**config.mk**
```make
export PLATFORM = sky130hd
export DESIGN_NAME = plural_expression_lexer
export DESIGN_NICKNAME = d
export VERILOG_FILES = /design/src/design/ple_pkg.sv /design/src/design/ple_front.sv /design/src/design/ple_queue.sv /design/src/design/ple_back.sv /design/src/design/plural_expression_lexer.sv
export SDC_FILE = /design/constraint.sdc
export NUM_CORES = 1
export LEC_CHECK = 0
export BUFFER_PORTS_ARGS = -buffer_cell sky130_fd_sc_hd__buf_2
export CELL_PAD_IN_SITES_DETAIL_PLACEMENT = 2
export CELL_PAD_IN_SITES_GLOBAL_PLACEMENT = 2
export CORE_MARGIN = 5
export CORE_UTILIZATION = 47
export CTS_CLUSTER_DIAMETER = 60
export CTS_CLUSTER_SIZE = 16
export DETAILED_ROUTE_END_ITERATION = 16
export PLACE_DENSITY_LB_ADDON = 0.1
export SLEW_MARGIN = 15
export SYNTH_ARGS = -nofsm -noshare
export SYNTH_HDL_FRONTEND = slang
export SYNTH_SLANG_ARGS = --single-unit
```
**constraint.sdc**
```tcl
create_clock -name clk -period 11.1 [get_ports clk]
set_input_delay 1.665 -clock clk [delete_from_list [all_inputs] [get_ports clk]]
set_output_delay 1.665 -clock clk [all_outputs]
set_load 0.1 [all_outputs]
```
**src/design/ple_pkg.sv**
```systemverilog
`timescale 1ns / 1ps
`default_nettype none

package ple_pkg;

    // Default width of a number token's value.
    localparam int VALUE_BITS_DEFAULT = 31;

    // Token groups waiting between the front and back ends (a power of two).
    localparam int QUEUE_DEPTH = 4;

    // One character produces at most this many tokens.
    localparam int GROUP_MAX = 3;

    // Token codes as they appear on the result port.
    typedef enum logic [4:0] {
        KIND_NUMBER  = 5'd0,
        KIND_VAR     = 5'd1,
        KIND_MUL     = 5'd2,
        KIND_DIV     = 5'd3,
        KIND_MOD     = 5'd4,
        KIND_ADD     = 5'd5,
        KIND_SUB     = 5'd6,
        KIND_OPEN    = 5'd7,
        KIND_CLOSE   = 5'd8,
        KIND_COND    = 5'd9,
        KIND_ALT     = 5'd10,
        KIND_NOT     = 5'd11,
        KIND_NE      = 5'd12,
        KIND_LT      = 5'd13,
        KIND_LE      = 5'd14,
        KIND_GT      = 5'd15,
        KIND_GE      = 5'd16,
        KIND_LAND    = 5'd17,
        KIND_LOR     = 5'd18,
        KIND_EQ      = 5'd19,
        KIND_UNKNOWN = 5'd20,
        KIND_END     = 5'd21
    } token_kind_t;

    // What the lexer is holding on to between characters.
    typedef enum logic [2:0] {
        MODE_IDLE = 3'd0,
        MODE_BANG = 3'd1,
        MODE_LT   = 3'd2,
        MODE_GT   = 3'd3,
        MODE_AMP  = 3'd4,
        MODE_PIPE = 3'd5,
        MODE_EQ   = 3'd6,
        MODE_NUM  = 3'd7
    } lex_mode_t;

    // The tokens caused by one character, oldest in slot zero.
    typedef struct packed {
        logic [1:0]                    count;
        token_kind_t [GROUP_MAX-1:0]   kinds;
    } token_group_t;

    // Character codes.
    localparam logic [7:0] CHAR_N      = 8'h6E;
    localparam logic [7:0] CHAR_STAR   = 8'h2A;
    localparam logic [7:0] CHAR_SLASH  = 8'h2F;
    localparam logic [7:0] CHAR_PCT    = 8'h25;
    localparam logic [7:0] CHAR_PLUS   = 8'h2B;
    localparam logic [7:0] CHAR_MINUS  = 8'h2D;
    localparam logic [7:0] CHAR_LPAREN = 8'h28;
    localparam logic [7:0] CHAR_RPAREN = 8'h29;
    localparam logic [7:0] CHAR_QUEST  = 8'h3F;
    localparam logic [7:0] CHAR_COLON  = 8'h3A;
    localparam logic [7:0] CHAR_BANG   = 8'h21;
    localparam logic [7:0] CHAR_LT     = 8'h3C;
    localparam logic [7:0] CHAR_GT     = 8'h3E;
    localparam logic [7:0] CHAR_AMP    = 8'h26;
    localparam logic [7:0] CHAR_PIPE   = 8'h7C;
    localparam logic [7:0] CHAR_EQ     = 8'h3D;
    localparam logic [7:0] CHAR_SPACE  = 8'h20;
    localparam logic [7:0] CHAR_TAB    = 8'h09;
    localparam logic [7:0] CHAR_LF     = 8'h0A;
    localparam logic [7:0] CHAR_0      = 8'h30;
    localparam logic [7:0] CHAR_9      = 8'h39;

endpackage

`default_nettype wire

```
**src/design/ple_front.sv**
```systemverilog
`timescale 1ns / 1ps
`default_nettype none

module ple_front #(
    parameter int VALUE_BITS = ple_pkg::VALUE_BITS_DEFAULT
) (
    input  wire logic                   clk,
    input  wire logic                   rst_n,
    input  wire logic                   push,
    output logic                        full,
    input  wire logic [7:0]             character,
    input  wire logic                   final_char,
    input  wire logic                   grp_full,
    output logic                        grp_push,
    output ple_pkg::token_group_t       grp,
    output logic [VALUE_BITS-1:0]       grp_value
);

    localparam int WIDE_BITS = VALUE_BITS + 4;

    ple_pkg::lex_mode_t     mode_reg;
    ple_pkg::lex_mode_t     mode_next;
    logic [VALUE_BITS-1:0]  acc_reg;
    logic [VALUE_BITS-1:0]  acc_next;
    logic                   accept;
    logic                   is_digit;
    logic [WIDE_BITS-1:0]   acc_wide;

    // A character is taken whenever the group queue has room.
    assign full   = grp_full;
    assign accept = push && !grp_full;

    assign is_digit = (character >= ple_pkg::CHAR_0) && (character <= ple_pkg::CHAR_9);

    // Next decimal step, acc * 10 + digit, with room to detect overflow.
    assign acc_wide = {1'b0, acc_reg, 3'b000} + {3'b000, acc_reg, 1'b0}
                    + {{(WIDE_BITS-4){1'b0}}, character[3:0]};

    // Resolve the pending operator, classify the character, close the expression if final.
    always_comb
    begin
        logic        consumed;
        logic [1:0]  count;
        int          i;

        consumed  = 1'b0;
        count     = 2'd0;
        mode_next = mode_reg;
        acc_next  = acc_reg;
        grp_value = '0;
        for (i = 0; i < ple_pkg::GROUP_MAX; i++)
        begin
            grp.kinds[i] = ple_pkg::KIND_UNKNOWN;
        end

        // Finish whatever the previous character left open.
        case (mode_reg)
            ple_pkg::MODE_BANG, ple_pkg::MODE_LT, ple_pkg::MODE_GT:
            begin
                if (character == ple_pkg::CHAR_EQ)
                begin
                    consumed = 1'b1;
                    case (mode_reg)
                        ple_pkg::MODE_BANG: grp.kinds[count] = ple_pkg::KIND_NE;
                        ple_pkg::MODE_LT:   grp.kinds[count] = ple_pkg::KIND_LE;
                        default:            grp.kinds[count] = ple_pkg::KIND_GE;
                    endcase
                end
                else
                begin
                    case (mode_reg)
                        ple_pkg::MODE_BANG: grp.kinds[count] = ple_pkg::KIND_NOT;
                        ple_pkg::MODE_LT:   grp.kinds[count] = ple_pkg::KIND_LT;
                        default:            grp.kinds[count] = ple_pkg::KIND_GT;
                    endcase
                end
                count     = count + 2'd1;
                mode_next = ple_pkg::MODE_IDLE;
            end
            ple_pkg::MODE_AMP:
            begin
                grp.kinds[count] = (character == ple_pkg::CHAR_AMP) ?
                                   ple_pkg::KIND_LAND : ple_pkg::KIND_UNKNOWN;
                count     = count + 2'd1;
                consumed  = 1'b1;
                mode_next = ple_pkg::MODE_IDLE;
            end
            ple_pkg::MODE_PIPE:
            begin
                grp.kinds[count] = (character == ple_pkg::CHAR_PIPE) ?
                                   ple_pkg::KIND_LOR : ple_pkg::KIND_UNKNOWN;
                count     = count + 2'd1;
                consumed  = 1'b1;
                mode_next = ple_pkg::MODE_IDLE;
            end
            ple_pkg::MODE_EQ:
            begin
                grp.kinds[count] = (character == ple_pkg::CHAR_EQ) ?
                                   ple_pkg::KIND_EQ : ple_pkg::KIND_UNKNOWN;
                count     = count + 2'd1;
                consumed  = 1'b1;
                mode_next = ple_pkg::MODE_IDLE;
            end
            ple_pkg::MODE_NUM:
            begin
                if (is_digit)
                begin
                    consumed = 1'b1;
                    if (acc_wide[WIDE_BITS-1:VALUE_BITS] != 4'd0)
                    begin
                        acc_next = '1;
                    end
                    else
                    begin
                        acc_next = acc_wide[VALUE_BITS-1:0];
                    end
                end
                else
                begin
                    grp.kinds[count] = ple_pkg::KIND_NUMBER;
                    grp_value        = acc_reg;
                    count            = count + 2'd1;
                    mode_next        = ple_pkg::MODE_IDLE;
                    acc_next         = '0;
                end
            end
            default:
            begin
            end
        endcase

        // Classify the character when nothing above used it.
        if (!consumed)
        begin
            if (is_digit)
            begin
                mode_next = ple_pkg::MODE_NUM;
                acc_next  = {{(VALUE_BITS-4){1'b0}}, character[3:0]};
            end
            else
            begin
                case (character)
                    ple_pkg::CHAR_N:      grp.kinds[count] = ple_pkg::KIND_VAR;
                    ple_pkg::CHAR_STAR:   grp.kinds[count] = ple_pkg::KIND_MUL;
                    ple_pkg::CHAR_SLASH:  grp.kinds[count] = ple_pkg::KIND_DIV;
                    ple_pkg::CHAR_PCT:    grp.kinds[count] = ple_pkg::KIND_MOD;
                    ple_pkg::CHAR_PLUS:   grp.kinds[count] = ple_pkg::KIND_ADD;
                    ple_pkg::CHAR_MINUS:  grp.kinds[count] = ple_pkg::KIND_SUB;
                    ple_pkg::CHAR_LPAREN: grp.kinds[count] = ple_pkg::KIND_OPEN;
                    ple_pkg::CHAR_RPAREN: grp.kinds[count] = ple_pkg::KIND_CLOSE;
                    ple_pkg::CHAR_QUEST:  grp.kinds[count] = ple_pkg::KIND_COND;
                    ple_pkg::CHAR_COLON:  grp.kinds[count] = ple_pkg::KIND_ALT;
                    default:              grp.kinds[count] = ple_pkg::KIND_UNKNOWN;
                endcase
                case (character)
                    ple_pkg::CHAR_BANG:  mode_next = ple_pkg::MODE_BANG;
                    ple_pkg::CHAR_LT:    mode_next = ple_pkg::MODE_LT;
                    ple_pkg::CHAR_GT:    mode_next = ple_pkg::MODE_GT;
                    ple_pkg::CHAR_AMP:   mode_next = ple_pkg::MODE_AMP;
                    ple_pkg::CHAR_PIPE:  mode_next = ple_pkg::MODE_PIPE;
                    ple_pkg::CHAR_EQ:    mode_next = ple_pkg::MODE_EQ;
                    ple_pkg::CHAR_SPACE, ple_pkg::CHAR_TAB, ple_pkg::CHAR_LF:
                    begin
                    end
                    default:             count = count + 2'd1;
                endcase
            end
        end

        // On the last character, flush anything pending and close with an end token.
        if (final_char)
        begin
            case (mode_next)
                ple_pkg::MODE_BANG:
                begin
                    grp.kinds[count] = ple_pkg::KIND_NOT;
                    count            = count + 2'd1;
                end
                ple_pkg::MODE_LT:
                begin
                    grp.kinds[count] = ple_pkg::KIND_LT;
                    count            = count + 2'd1;
                end
                ple_pkg::MODE_GT:
                begin
                    grp.kinds[count] = ple_pkg::KIND_GT;
                    count            = count + 2'd1;
                end
                ple_pkg::MODE_AMP, ple_pkg::MODE_PIPE, ple_pkg::MODE_EQ:
                begin
                    grp.kinds[count] = ple_pkg::KIND_UNKNOWN;
                    count            = count + 2'd1;
                end
                ple_pkg::MODE_NUM:
                begin
                    grp.kinds[count] = ple_pkg::KIND_NUMBER;
                    grp_value        = acc_next;
                    count            = count + 2'd1;
                end
                default:
                begin
                end
            endcase
            grp.kinds[count] = ple_pkg::KIND_END;
            count            = count + 2'd1;
            mode_next        = ple_pkg::MODE_IDLE;
            acc_next         = '0;
        end

        grp.count = count;
        grp_push  = accept && (count != 2'd0);
    end

    // Lexer state advances on every accepted character.
    always_ff @(posedge clk or negedge rst_n)
    begin
        if (!rst_n)
        begin
            mode_reg <= ple_pkg::MODE_IDLE;
            acc_reg  <= '0;
        end
        else if (accept)
        begin
            mode_reg <= mode_next;
            acc_reg  <= acc_next;
        end
    end

endmodule

`default_nettype wire

```
**src/design/ple_queue.sv**
```systemverilog
`timescale 1ns / 1ps
`default_nettype none

module ple_queue #(
    parameter int VALUE_BITS = ple_pkg::VALUE_BITS_DEFAULT
) (
    input  wire logic                        clk,
    input  wire logic                        rst_n,
    input  wire logic                        wr_en,
    input  wire ple_pkg::token_group_t       wr_group,
    input  wire logic [VALUE_BITS-1:0]       wr_value,
    output logic                             q_full,
    input  wire logic                        rd_en,
    output ple_pkg::token_group_t            rd_group,
    output logic [VALUE_BITS-1:0]            rd_value,
    output logic                             q_empty
);

    localparam int PTR_BITS = $clog2(ple_pkg::QUEUE_DEPTH);

    ple_pkg::token_group_t  group_mem_reg [ple_pkg::QUEUE_DEPTH];
    logic [VALUE_BITS-1:0]  value_mem_reg [ple_pkg::QUEUE_DEPTH];
    logic [PTR_BITS-1:0]    wr_ptr_reg;
    logic [PTR_BITS-1:0]    rd_ptr_reg;
    logic [PTR_BITS:0]      count_reg;
    logic [PTR_BITS:0]      count_next;
    logic                   do_wr;
    logic                   do_rd;

    // Status comes straight from the occupancy register.
    assign q_full  = (count_reg == (PTR_BITS+1)'(ple_pkg::QUEUE_DEPTH));
    assign q_empty = (count_reg == '0);
    assign do_wr   = wr_en && !q_full;
    assign do_rd   = rd_en && !q_empty;

    assign rd_group = group_mem_reg[rd_ptr_reg];
    assign rd_value = value_mem_reg[rd_ptr_reg];

    // Occupancy follows writes and reads in the same cycle.
    always_comb
    begin
        count_next = count_reg;
        if (do_wr && !do_rd)
        begin
            count_next = count_reg + 1'b1;
        end
        else if (do_rd && !do_wr)
        begin
            count_next = count_reg - 1'b1;
        end
    end

    // Pointers and occupancy.
    always_ff @(posedge clk or negedge rst_n)
    begin
        if (!rst_n)
        begin
            wr_ptr_reg <= '0;
            rd_ptr_reg <= '0;
            count_reg  <= '0;
        end
        else
        begin
            if (do_wr)
            begin
                wr_ptr_reg <= wr_ptr_reg + 1'b1;
            end
            if (do_rd)
            begin
                rd_ptr_reg <= rd_ptr_reg + 1'b1;
            end
            count_reg <= count_next;
        end
    end

    // Group storage.
    always_ff @(posedge clk)
    begin
        if (do_wr)
        begin
            group_mem_reg[wr_ptr_reg] <= wr_group;
            value_mem_reg[wr_ptr_reg] <= wr_value;
        end
    end

endmodule

`default_nettype wire

```
**src/design/ple_back.sv**
```systemverilog
`timescale 1ns / 1ps
`default_nettype none

module ple_back #(
    parameter int VALUE_BITS = ple_pkg::VALUE_BITS_DEFAULT
) (
    input  wire logic                        clk,
    input  wire logic                        rst_n,
    input  wire ple_pkg::token_group_t       head_group,
    input  wire logic [VALUE_BITS-1:0]       head_value,
    input  wire logic                        q_empty,
    output logic                             q_rd,
    output logic                             empty,
    input  wire logic                        pop,
    output logic [4:0]                       token_kind,
    output logic [VALUE_BITS-1:0]            number_value,
    output logic                             last_token
);

    logic [1:0]            idx_reg;
    logic [1:0]            idx_next;
    ple_pkg::token_kind_t  cur_kind;
    logic                  transfer;
    logic                  group_done;

    // The current token is slot idx of the oldest group.
    assign cur_kind     = head_group.kinds[idx_reg];
    assign empty        = q_empty;
    assign token_kind   = cur_kind;
    assign number_value = (cur_kind == ple_pkg::KIND_NUMBER) ? head_value : '0;
    assign last_token   = (cur_kind == ple_pkg::KIND_END);

    // Retire the group once its final token has been transferred.
    assign transfer   = pop && !q_empty;
    assign group_done = (idx_reg == head_group.count - 2'd1);
    assign q_rd       = transfer && group_done;

    always_comb
    begin
        idx_next = idx_reg;
        if (transfer)
        begin
            idx_next = group_done ? 2'd0 : idx_reg + 2'd1;
        end
    end

    always_ff @(posedge clk or negedge rst_n)
    begin
        if (!rst_n)
        begin
            idx_reg <= 2'd0;
        end
        else
        begin
            idx_reg <= idx_next;
        end
    end

endmodule

`default_nettype wire

```
**src/design/plural_expression_lexer.sv**
```systemverilog
`timescale 1ns / 1ps
`default_nettype none

// Streaming tokenizer for C-like plural-form expressions. One character is taken per
// clock cycle while full is low; each character yields zero to three tokens (a pending
// operator or number, the character's own token, and the end token on the last
// character), which come out one per cycle in order while pop is held high, so the
// sustained input rate is one character per cycle unless the consumer drains tokens more
// slowly than they are made. The lexer front end settles a character's whole token group
// in the cycle it is accepted and writes it into a four-entry group queue; the back end
// hands out the tokens of the oldest group one transfer at a time. A result shows up on
// the outputs once its group is at the head of the queue. Number values saturate at
// 2^VALUE_BITS - 1, and number_value reads zero on every other token.
module plural_expression_lexer #(
    parameter int VALUE_BITS = ple_pkg::VALUE_BITS_DEFAULT
) (
    input  wire logic                   clk,
    input  wire logic                   rst_n,
    input  wire logic                   push,
    output logic                        full,
    input  wire logic [7:0]             character,
    input  wire logic                   final_char,
    output logic                        empty,
    input  wire logic                   pop,
    output logic [4:0]                  token_kind,
    output logic [VALUE_BITS-1:0]       number_value,
    output logic                        last_token
);

    ple_pkg::token_group_t  wr_group;
    logic [VALUE_BITS-1:0]  wr_value;
    logic                   wr_en;
    logic                   q_full;
    ple_pkg::token_group_t  head_group;
    logic [VALUE_BITS-1:0]  head_value;
    logic                   q_empty;
    logic                   q_rd;

    // Front end: classification and lexer state.
    ple_front #(
        .VALUE_BITS (VALUE_BITS)
    ) u_front (
        .clk        (clk),
        .rst_n      (rst_n),
        .push       (push),
        .full       (full),
        .character  (character),
        .final_char (final_char),
        .grp_full   (q_full),
        .grp_push   (wr_en),
        .grp        (wr_group),
        .grp_value  (wr_value)
    );

    // Token groups between the two ends.
    ple_queue #(
        .VALUE_BITS (VALUE_BITS)
    ) u_queue (
        .clk      (clk),
        .rst_n    (rst_n),
        .wr_en    (wr_en),
        .wr_group (wr_group),
        .wr_value (wr_value),
        .q_full   (q_full),
        .rd_en    (q_rd),
        .rd_group (head_group),
        .rd_value (head_value),
        .q_empty  (q_empty)
    );

    // Back end: one token per transfer.
    ple_back #(
        .VALUE_BITS (VALUE_BITS)
    ) u_back (
        .clk          (clk),
        .rst_n        (rst_n),
        .head_group   (head_group),
        .head_value   (head_value),
        .q_empty      (q_empty),
        .q_rd         (q_rd),
        .empty        (empty),
        .pop          (pop),
        .token_kind   (token_kind),
        .number_value (number_value),
        .last_token   (last_token)
    );

endmodule

`default_nettype wire

```
== After elaboration in Yosys (flattened, before gate mapping) ==
Memories as Yosys holds them, arrays and structs flattened.
Cells that the tools add are included.
Word-level totals
  register bits after elaboration: 43
  memory bits (writable): 192
  input port bits: 13
  output and inout bits: 39
  logic and storage cells: 196
  memories kept: 2
Memory list
  u_queue.value_mem_reg: depth 4, width 31, rd ports 1, clocked after Yosys merged registers in 0, wr ports 1, RTL line ple_queue.sv:22  | logic [VALUE_BITS-1:0] value_mem_reg [ple_pkg::QUEUE_DEPTH];
  u_queue.group_mem_reg: depth 4, width 17, rd ports 1, clocked after Yosys merged registers in 0, wr ports 1, RTL line ple_queue.sv:21  | ple_pkg::token_group_t group_mem_reg [ple_pkg::QUEUE_DEPTH];
Cells by class
  add/sub/neg operators: 11
  $lt $le $gt $ge: 9
  equal/unequal tests: 36
  muxes and demuxes: 55
  bitwise operators: 50
  reductions and logical operators: 27
Operator list (number)
  $mux 31: 11
  $pmux 15 s10: 1
  $eq 8x6->1 const B: 15
  $pmux 15 s5: 1
  $not 9->9: 7
  $mux 15: 4
  $and 9x9->9: 6
  $and 12x12->12: 4
  $not 12->12: 4
  $or 9x9->9: 4
  $add 34x32->35: 1
  $add 35x4->35: 1
  $demux 5 s2: 3
  $mux 5: 6
  $eq 3x3->1 const B: 9
  $mux 3: 9
  $pmux 5 s5: 1
  $and 6x6->6: 4
  $not 6->6: 4
  $or 6x6->6: 4
  $or 2x6->6: 3
  $pmux 3 s6: 1
  $eq 8x4->1 const B: 2
  $eq 8x7->1 const B: 2
  other kinds (37): 81

== Longest topological paths before layout ==
Gate-level depths: netlist of run 1.
  depth after elaboration: 20
  mapped depth: 19
  depth with buffers taken out: 18

== Hierarchy ==
Synthesis of run 1 repeated with hierarchy kept, for this count alone.
Second synthesis, totals
  cell total of the unflattened synthesis: 1092
  area, all modules: 13290.2 µm²
By module, submodules not included
  ple_queue: times used 1, cells each 287, area each 7410.9 µm², sequential area each 5940.7 µm²
  ple_front: times used 1, cells each 736, area each 5322.6 µm², sequential area each 850.8 µm²
  ple_back: times used 1, cells each 69, area each 556.8 µm², sequential area each 50.0 µm²

== Worst setup path before layout of run 1 ==
No wires, ideal clock.
  path kind: register to output
  from: reg u_queue.rd_ptr_reg[0]
  to: out last_token
  arrival time: 5.593 ns
  data required time: 9.435 ns
  slack: 3.842 ns
  cell stages (with the launch flop): 8
  buffers on the path: 2
  cells stage by stage: dfrtp_1 clkbuf_1 buf_2 mux4_2 mux2i_1 o2bb2ai_1 nor2_1 nor4b_1
On the way
  cells in the longest elaborated chain, start to end: 4
Ends and longest elaborated chain
  start, declared: RTL line ple_queue.sv:24  | logic [PTR_BITS-1:0] rd_ptr_reg;
  start signal, assigned: RTL line ple_queue.sv:70  | rd_ptr_reg <= rd_ptr_reg + 1'b1;
  $mem_v2 4x17
  $bmux 5 s2: RTL line ple_back.sv:27  | assign cur_kind = head_group.kinds[idx_reg];
  $mux 5 (implied by the code): RTL line ple_back.sv:27
  net token_kind[1]: RTL line plural_expression_lexer.sv:25  | output logic [4:0] token_kind,
  $eq 5x5->1: RTL line ple_back.sv:31  | assign last_token = (cur_kind == ple_pkg::KIND_END);
  end, declared: RTL line plural_expression_lexer.sv:27  | output logic last_token
The timed path passes the listed nets, and every way through them passes these cells. The select of a mux whose other input is x is not followed.

== Final worst setup path of run 1 ==
  from: in character[2]
  to: reg u_queue.count_reg[2]
On the way
  cells in the longest elaborated chain, start to end: 19
  elaborated cells on any way between the ends: 48
  those cells by class: add/sub (3); order compare (2); eq/ne (16); mux (17); reduce/logical (10)
Ends and longest elaborated chain
  start, declared: RTL line plural_expression_lexer.sv:21  | input wire logic [7:0] character,
  $ge 8x6->1 / $le 8x6->1 (equally long branches): RTL line ple_front.sv:33  | assign is_digit = (character >= ple_pkg::CHAR_0) && (character <= ple_pkg::CHAR_9);
  $logic_and 1x1->1: RTL line ple_front.sv:33
  $mux 1 / $mux 3 (equally long branches): RTL line ple_front.sv:106  | if (is_digit)
  $pmux 2 s2 / $pmux 3 s2 (equally long branches): RTL line ple_front.sv:57  | case (mode_reg)
  $add 2x1->2 / $pmux 3 s6 (equally long branches): RTL line ple_front.sv:165, ple_front.sv:155
  $mux 2 / $mux 3 (equally long branches): RTL line ple_front.sv:155, ple_front.sv:135
  $mux 2 / $mux 3 (equally long branches): RTL line ple_front.sv:135, ple_front.sv:133
  $mux 2, or another cell as far along: RTL line ple_front.sv:133  | if (!consumed)
  [4 not listed]
  $mux 2 (*): RTL line ple_front.sv:171  | if (final_char)
  $reduce_bool 2->1 (*): RTL line ple_front.sv:211  | grp_push = accept && (count != 2'd0);
  $logic_and 1x1->1 (*): RTL line ple_front.sv:211
  $logic_and 1x1->1 (*): RTL line ple_queue.sv:33  | assign do_wr = wr_en && !q_full;
  net u_queue.do_wr: RTL line ple_queue.sv:27  | logic do_wr;
  $logic_not 1->1: RTL line ple_queue.sv:47  | else if (do_rd && !do_wr)
  $logic_and 1x1->1: RTL line ple_queue.sv:47
  $reduce_bool 2->1 (no line)
  end signal, assigned: RTL line ple_queue.sv:72  | count_reg <= count_next;
  end, declared: RTL line ple_queue.sv:25  | logic [PTR_BITS:0] count_reg;
The timed path passes the listed nets; every way through them passes the cells marked *. The select of a mux whose other input is x is not followed.
A chain may end at the register's enable or synchronous reset.

==> results of run 1 <==
==> cell families (layout without fill, tap and decap cells) <==
group / Yosys count / count (layout) / share of synthesized area
compound gates: 222 / 222 / 0.114
xor+xnor: 37 / 37 / 0.0262
fa+ha+maj: 76 / 76 / 0.0769
buf+inv: 65 / 119 / 0.0218
flops: 235 / 235 / 0.540
mux: 58 / 58 / 0.0947
simple gates: 316 / 316 / 0.126
==> Yosys cell counts (4+ instances only) <==
cell / count / share of area
xnor2_1: 23 / 0.016
nor2_1: 72 / 0.021
a21o_1: 16 / 0.0095
and3_1: 7 / 0.0035
o22ai_1: 5 / 0.0025
ha_1: 73 / 0.072
nor3b_1: 4 / 0.0024
o21ai_0: 37 / 0.015
nand4_1: 6 / 0.0030
mux2i_1: 7 / 0.0055
nand3_1: 19 / 0.0075
clkbuf_1: 30 / 0.0089
o21bai_1: 6 / 0.0036
mux4_2: 48 / 0.085
a211oi_1: 5 / 0.0030
a22o_1: 8 / 0.0055
o31ai_1: 7 / 0.0041
nor3_1: 13 / 0.0051
or2_2: 4 / 0.0020
a31oi_1: 10 / 0.0049
and4_1: 4 / 0.0028
a21oi_1: 48 / 0.019
nand2_1: 107 / 0.032
nand2b_1: 7 / 0.0035
buf_2: 8 / 0.0032
and2_1: 9 / 0.0044
inv_1: 19 / 0.0056
edfxtp_1: 192 / 0.46
o21ai_1: 43 / 0.017
dfrtp_1: 43 / 0.085
nor2b_1: 40 / 0.020
xor2_1: 13 / 0.0090
==> worst max-delay path, cell delays in order <==
cell and delay (ps):
buf_2 210, and4b_1 250, and3_2 250, a31oi_1 270, and4_1 290, ha_1 280
mux2i_4 230, inv_1 130, ha_1 310, o21a_1 230, ha_1 330, a311oi_4 500
ha_1 310, inv_1 100, fa_1 450, xor2_1 180, nor2_1 160, xor2_1 180
==> layer usage <==
layer  share of wire  track usage
met2            0.50        0.468
met5         0.00017            0
met1            0.43        0.387
met4           0.015       0.0482
met3           0.056       0.0348
==> power breakdown <==
part,total (mW),switching [mW],internal (mW)
logic,1.23,0.860,0.367
clock network,0.716,0.354,0.363
registers,1.26,0.147,1.12
==> metrics by stage <==
| step | setup WS [ps] | power, mW | hold WS, ps | std cells | area [um^2] |
|---|---|---|---|---|---|
| 2_1_floorplan | 3840 | 2.18 | 456 | 1009 | 12700 |
| 3_3_place_gp | 5090 | 2.40 | 477 | 1367 | 13200 |
| 3_5_place_dp | 4750 | 2.50 | 529 | 1367 | 13200 |
| 4_1_cts | 5220 | 3.23 | 531 | 1404 | 13900 |
| 5_1_grt | 4980 | 3.32 | 552 | 1404 | 13900 |
| 6_report | 5200 | 3.21 | 526 | 1404 | 13900 |
==> cells in the final DEF (no fill, tap or decap), types with 8 or more instances in the layout <==
cell         n
buf_4       10
o21ai_0     36
nand2_1    107
xnor2_1     23
dfrtp_1     41
clkbuf_1     9
ha_1        73
nor3_1      13
nor2_1      71
a22o_1       8
nor2b_1     40
edfxtp_1   192
mux4_2      48
inv_1       19
nand3_1     19
clkbuf_16   21
a21oi_1     48
buf_2       51
a31oi_1     10
o21ai_1     44
a21o_1      16
xor2_1      13
==> path summary, 6_finish.rpt <==
check | depth (start not counted) | slack, ps | to
max in group asynchronous | 2 | 9100 | u_queue.rd_ptr_reg[0]
max reg2reg | 17 | 5730 | u_queue.count_reg[2]
min in group asynchronous | 1 | 1110 | u_front.acc_reg[19]
min | 1 | 530 | u_queue.count_reg[2]
max | 18 | 5200 | u_queue.count_reg[2]
min reg2reg | 1 | 530 | u_queue.count_reg[2]
==> final cells by class <==
class / instances / area (um^2)
well taps: 341 / 427
clock buffers: 30 / 559
fillers: 2558 / 12800
repair buffers: 61 / 330
clock inverters: 7 / 81.3
inverters: 21 / 78.8
flip-flops and latches: 235 / 6850
multi-input cells: 709 / 5550
==> metrics.txt, run 1 <==
status=complete, no violations; DP Wirelength=28900 um; worst-path maximum fanout=17; register area share after synthesis=0.540; Fin Setup TNS=0 ps; Worst Setup End Kind=flop; fin. max-slew vios=0; EDFF count, synth=approximately 190; ys async rst share=0.183; vias in the first global route=9800; clk slew on worst S/H paths=70 ps; total of max-cap violations=0; max frequency=0.170 GHz; CP startpoint=character[2]; Chip Width=roughly 170 um; die area=0.0303 mm^2; DRC violations left=0; WL per Instance=29.8 um; YS warnings=0; Crit Path Category=in2reg; Mean Syn Cell Area=12.6 um^2; number of antenna violations at the first check in global routing=1; crit share post-route=0.531; first-pass GRT wire length=~64000 um; clock period minus worst slack=5900 ps; via count=8948; Post-Route Utilization=0.519; total CTS buffers=21; Layout area overhead=9.57%; fraction of layout cells with a size suffix above 1=0.165; CP required=11530 ps; largest net degree at the start of global routing=51; reg2reg start=u_front.mode_reg[2]; final hold vios=0; postcts setup bufs=0; root buffer cell=clkbuf_16; GR Overflow Total=0; final setup fails=0; hold_sp=u_queue.count_reg[2]; Rel. slew slack=0.277; maximum clock insertion buffer count=3; gr usage total=0.275; die span in y=174 um; Starting Density=0.474; maximum vdd drop=0.000107 V; Main synth FF type=edfxtp_1; First DRT Iteration DRCs=712; Lkg Pwr=5.35 nW; PD cells=approximately 230 mW/mm^2; Synth Instances=a little over 1k; max reg flops=between 100 and 150; global placement routability congestion=slightly below 0.8; Final nets=between 1k and 1.5k; syn nets=1098; Rows=60; PostCTS Resize Cnt=0; worst-case clock skew=between 20 and 30 ps; CTS tree=done; arrival time worst endpoint=approximately 6300 ps; CTS Hold Bufs=0; startpoint types=input pin; core area=0.0267 mm^2; clk sink count=235; Antenna Cells=0; count of cell types in the netlist=81; Post-Route WL=41900 um; Worst-Skew Late Latency=530 ps; slew at the pin closest to its max-slew limit=about 1100 ps; # port buffers=a little over 50; IO Count=52; #FFs+latches synth=between 200 and 250; DR pass1 iterations=7; Synth Cell Area=0.0127 mm^2; worst min path class=reg2reg; RSZ-0062 raised after global routing=no; # H-tree levels=1; DR vias/cell=6.37; ANT nets after route=0
Power figures use the tool's default switching activity.
==> run 2, diff against run 1 <==
- CORE_UTILIZATION: 47 -> 40
- clock period: 11.1 -> 4.83 ns (I/O delays scaled with it)
==> run 2 against run 1 <==
Sequential power up 130%. First-iteration DRC count down 34%. Sequential share of layout area down 2.9 points. Critical path depth down 6. Die area up 16%. Register-to-register slack worse by 5500 ps. Clock power up 140%. Power up 140%. Design area up 6.1%. Global-route usage down 5.8 points. Critical endpoint is now u_queue.value_mem_reg[0][3]. Largest power group is now combinational cells.
==> metrics.txt, run 2 (synthesis results as in run 1) <==
Fin Setup TNS=0 ps (unchanged); Pint=4.65 mW (was 1.85 mW); worst-case clock skew=9.86 ps (was 28.1 ps); final hold vios=0 (unchanged); fillers=3104 (was 2558); slew at the pin closest to its max-slew limit=1200 ps (was 1080 ps); GR Overflow Total=0 (unchanged); Worst-Skew Late Latency=510 ps (was 530 ps); WL per Instance=25.6 um (was 29.8 um); Post-Route WL=38100 um (was 41900 um); PostCTS Resize Cnt=0 (unchanged); # H-tree levels=1 (unchanged); max frequency=0.217 GHz; crit share post-route=0.952; clock period minus worst slack=4600 ps; clk sink count=235 (unchanged); maximum clock insertion buffer count=3 (unchanged); NetSw=3.06 mW (was 1.36 mW); die span in y=188 um (was 174 um); r2r worst-path depth=12 (was 17); root buffer cell=clkbuf_16 (unchanged); Lkg Pwr=5.60 nW (was 5.35 nW); total CTS buffers=21 (unchanged); CTS tree=done (unchanged); Chip Width=188 um (was 174 um); Crit Path Category=reg2reg (was in2reg); postcts setup bufs=0 (unchanged); r2r endpoint=u_queue.value_mem_reg[0][3] (was u_queue.count_reg[2]); metal3 WL=1210 um (was 2340 um); Final nets=1163 (was 1138); Worst Setup End Kind=flop (unchanged); maximum vdd drop=0.000279 V (was 0.000107 V); total of max-cap violations=0 (unchanged); Rows=65 (was 60); DRC violations left=0 (unchanged); area of the multi-input gates=0.00556 mm^2 (was 0.00555 mm^2); ANT nets after route=0 (unchanged); final setup fails=0 (unchanged); CTS Hold Bufs=0 (unchanged); IO Count=52 (unchanged); die area=0.0353 mm^2 (was 0.0303 mm^2); CP startpoint=u_front.acc_reg[2] (was character[2]); clock power share=0.219 (was 0.223); first-pass GRT wire length=60000 um (was 64000 um); fraction of layout cells with a size suffix above 1=0.187 (was 0.165); reg2reg start=u_front.acc_reg[2] (was u_front.mode_reg[2]); Antenna Cells=0 (unchanged); CP required=5020 ps (was 11530 ps); Seq pwr share=0.368 (was 0.394); worst min path class=in2async (was reg2reg); sw frac=0.397 (was 0.424); worst-path maximum fanout=30 (was 17); DR pass1 iterations=4 (was 7); r2r setup slk=230 ps (was 5730 ps); # port buffers=51 (unchanged); DP Wirelength=28300 um (was 28900 um); fin. max-slew vios=0 (unchanged); via count=8651 (was 8948); gr usage total=0.217 (was 0.275); final worst slack=231 ps (was 5200 ps); core area=0.0314 mm^2 (was 0.0267 mm^2); global placement routability congestion=0.824 (was 0.794); Sequential Area=0.00685 mm^2 (unchanged); pre-CTS setup slack=-111 ps (was 4750 ps); startpoint types=flop (was input pin); Layout area overhead=16.3% (was 9.57%); number of antenna violations at the first check in global routing=0 (was 1); max reg flops=124 (unchanged); arrival time worst endpoint=4790 ps (was 6330 ps); Rel. slew slack=0.201 (was 0.277); clk slew on worst S/H paths=70 ps (about the same); PD cells=524 mW/mm^2 (was 231 mW/mm^2); vias in the first global route=9638 (was 9800); most frequent cells in the layout=edfxtp_1, nand2_1, ha_1, nor2_1 (was edfxtp_1, nand2_1, ha_1, nor2_1, buf_2); wire length on met2=18300 um (was 20700 um); combinational power share=0.413 (was 0.382); WL met1=18200 um (about the same); largest net degree at the start of global routing=49 (was 51); RSZ-0062 raised after global routing=no (unchanged); First DRT Iteration DRCs=472 (was 712); Starting Density=0.403 (was 0.474); Post-Route Utilization=0.469 (was 0.519); commonest non-fill, non-tap cell in the layout=edfxtp_1 (unchanged); uppermost routed layer=met4 (was met5); DR vias/cell=5.81 (was 6.37); status=complete, no violations (unchanged)
run 2: cell types whose count changed in the layout (fill, tap and decap cells not counted), sizes merged:
cell and delta:
buf +25, bufinv +2, clkbuf -3, clkinv -3, clkinvlp +1, inv +2
run 2: critical path, cell delays in order, from the launching register on:
cell and delay, ps:
dfrtp_1 500, fa_1 510, fa_1 500, a21oi_1 250, o211ai_1 150, a31oi_1 320, a21oi_1 140, o311a_1 380
o2111a_1 280, o21bai_2 190, buf_12 210, a2111oi_4 80, o31ai_1 730
run 2: area by class of cell:
| class | instances | area share |
|---|---|---|
| clock buffer | 27 | 0.0372 |
| timing repair buffer | 86 | 0.0727 |
| clock inverter | 9 | 0.00832 |
| multi-input combinational | 709 | 0.377 |
| sequential | 235 | 0.465 |
| inverter | 21 | 0.00535 |
| tap | 402 | 0.0341 |
run 2: power by group through the flow:
| stage | sequential (mW) | combinational, mW | clock [mW] |
|---|---|---|---|
| final | 2.84 | 3.18 | 1.69 |
| after global routing | 2.88 | 3.33 | 1.83 |
| after CTS | 2.85 | 3.23 | 1.73 |
| after detailed placement | 2.90 | 3.22 | 0 |
| after global placement | 2.84 | 3.11 | 0 |
| after floorplan | 2.67 | 2.34 | 0 |
run 2: how the worst max path moves through the flow:
stage                             endpoint  slack, ps  cells after the start
5_1_grt        u_queue.value_mem_reg[0][3]         40                     12
4_1_cts                   number_value[20]        260                      8
3_3_place_gp   u_queue.value_mem_reg[0][2]        130                     13
3_5_place_dp   u_queue.value_mem_reg[3][3]       -110                     13
6_report       u_queue.value_mem_reg[0][3]        230                     12
2_1_floorplan              number_value[0]       -100                      9
run 2: per-layer routing:
layer	vias up	global-route usage
li1	3957	-
met1	4495	0.312
met2	164	0.363
met3	35	0.0238
met4	0	0.0347
met5	-	0
run 2: per-stage QoR:
| step | hold WS [ps] | instance area [um^2] | power, mW | std cells |
|---|---|---|---|---|
| after global placement | 476 | 14100 | 5.96 | 1453 |
| after detailed placement | 512 | 14100 | 6.12 | 1453 |
| final | 197 | 14700 | 7.71 | 1489 |
| after floorplan | 429 | 12700 | 5.01 | 1009 |
| after global routing | 204 | 14700 | 8.04 | 1489 |
| after CTS | 181 | 14700 | 7.81 | 1489 |
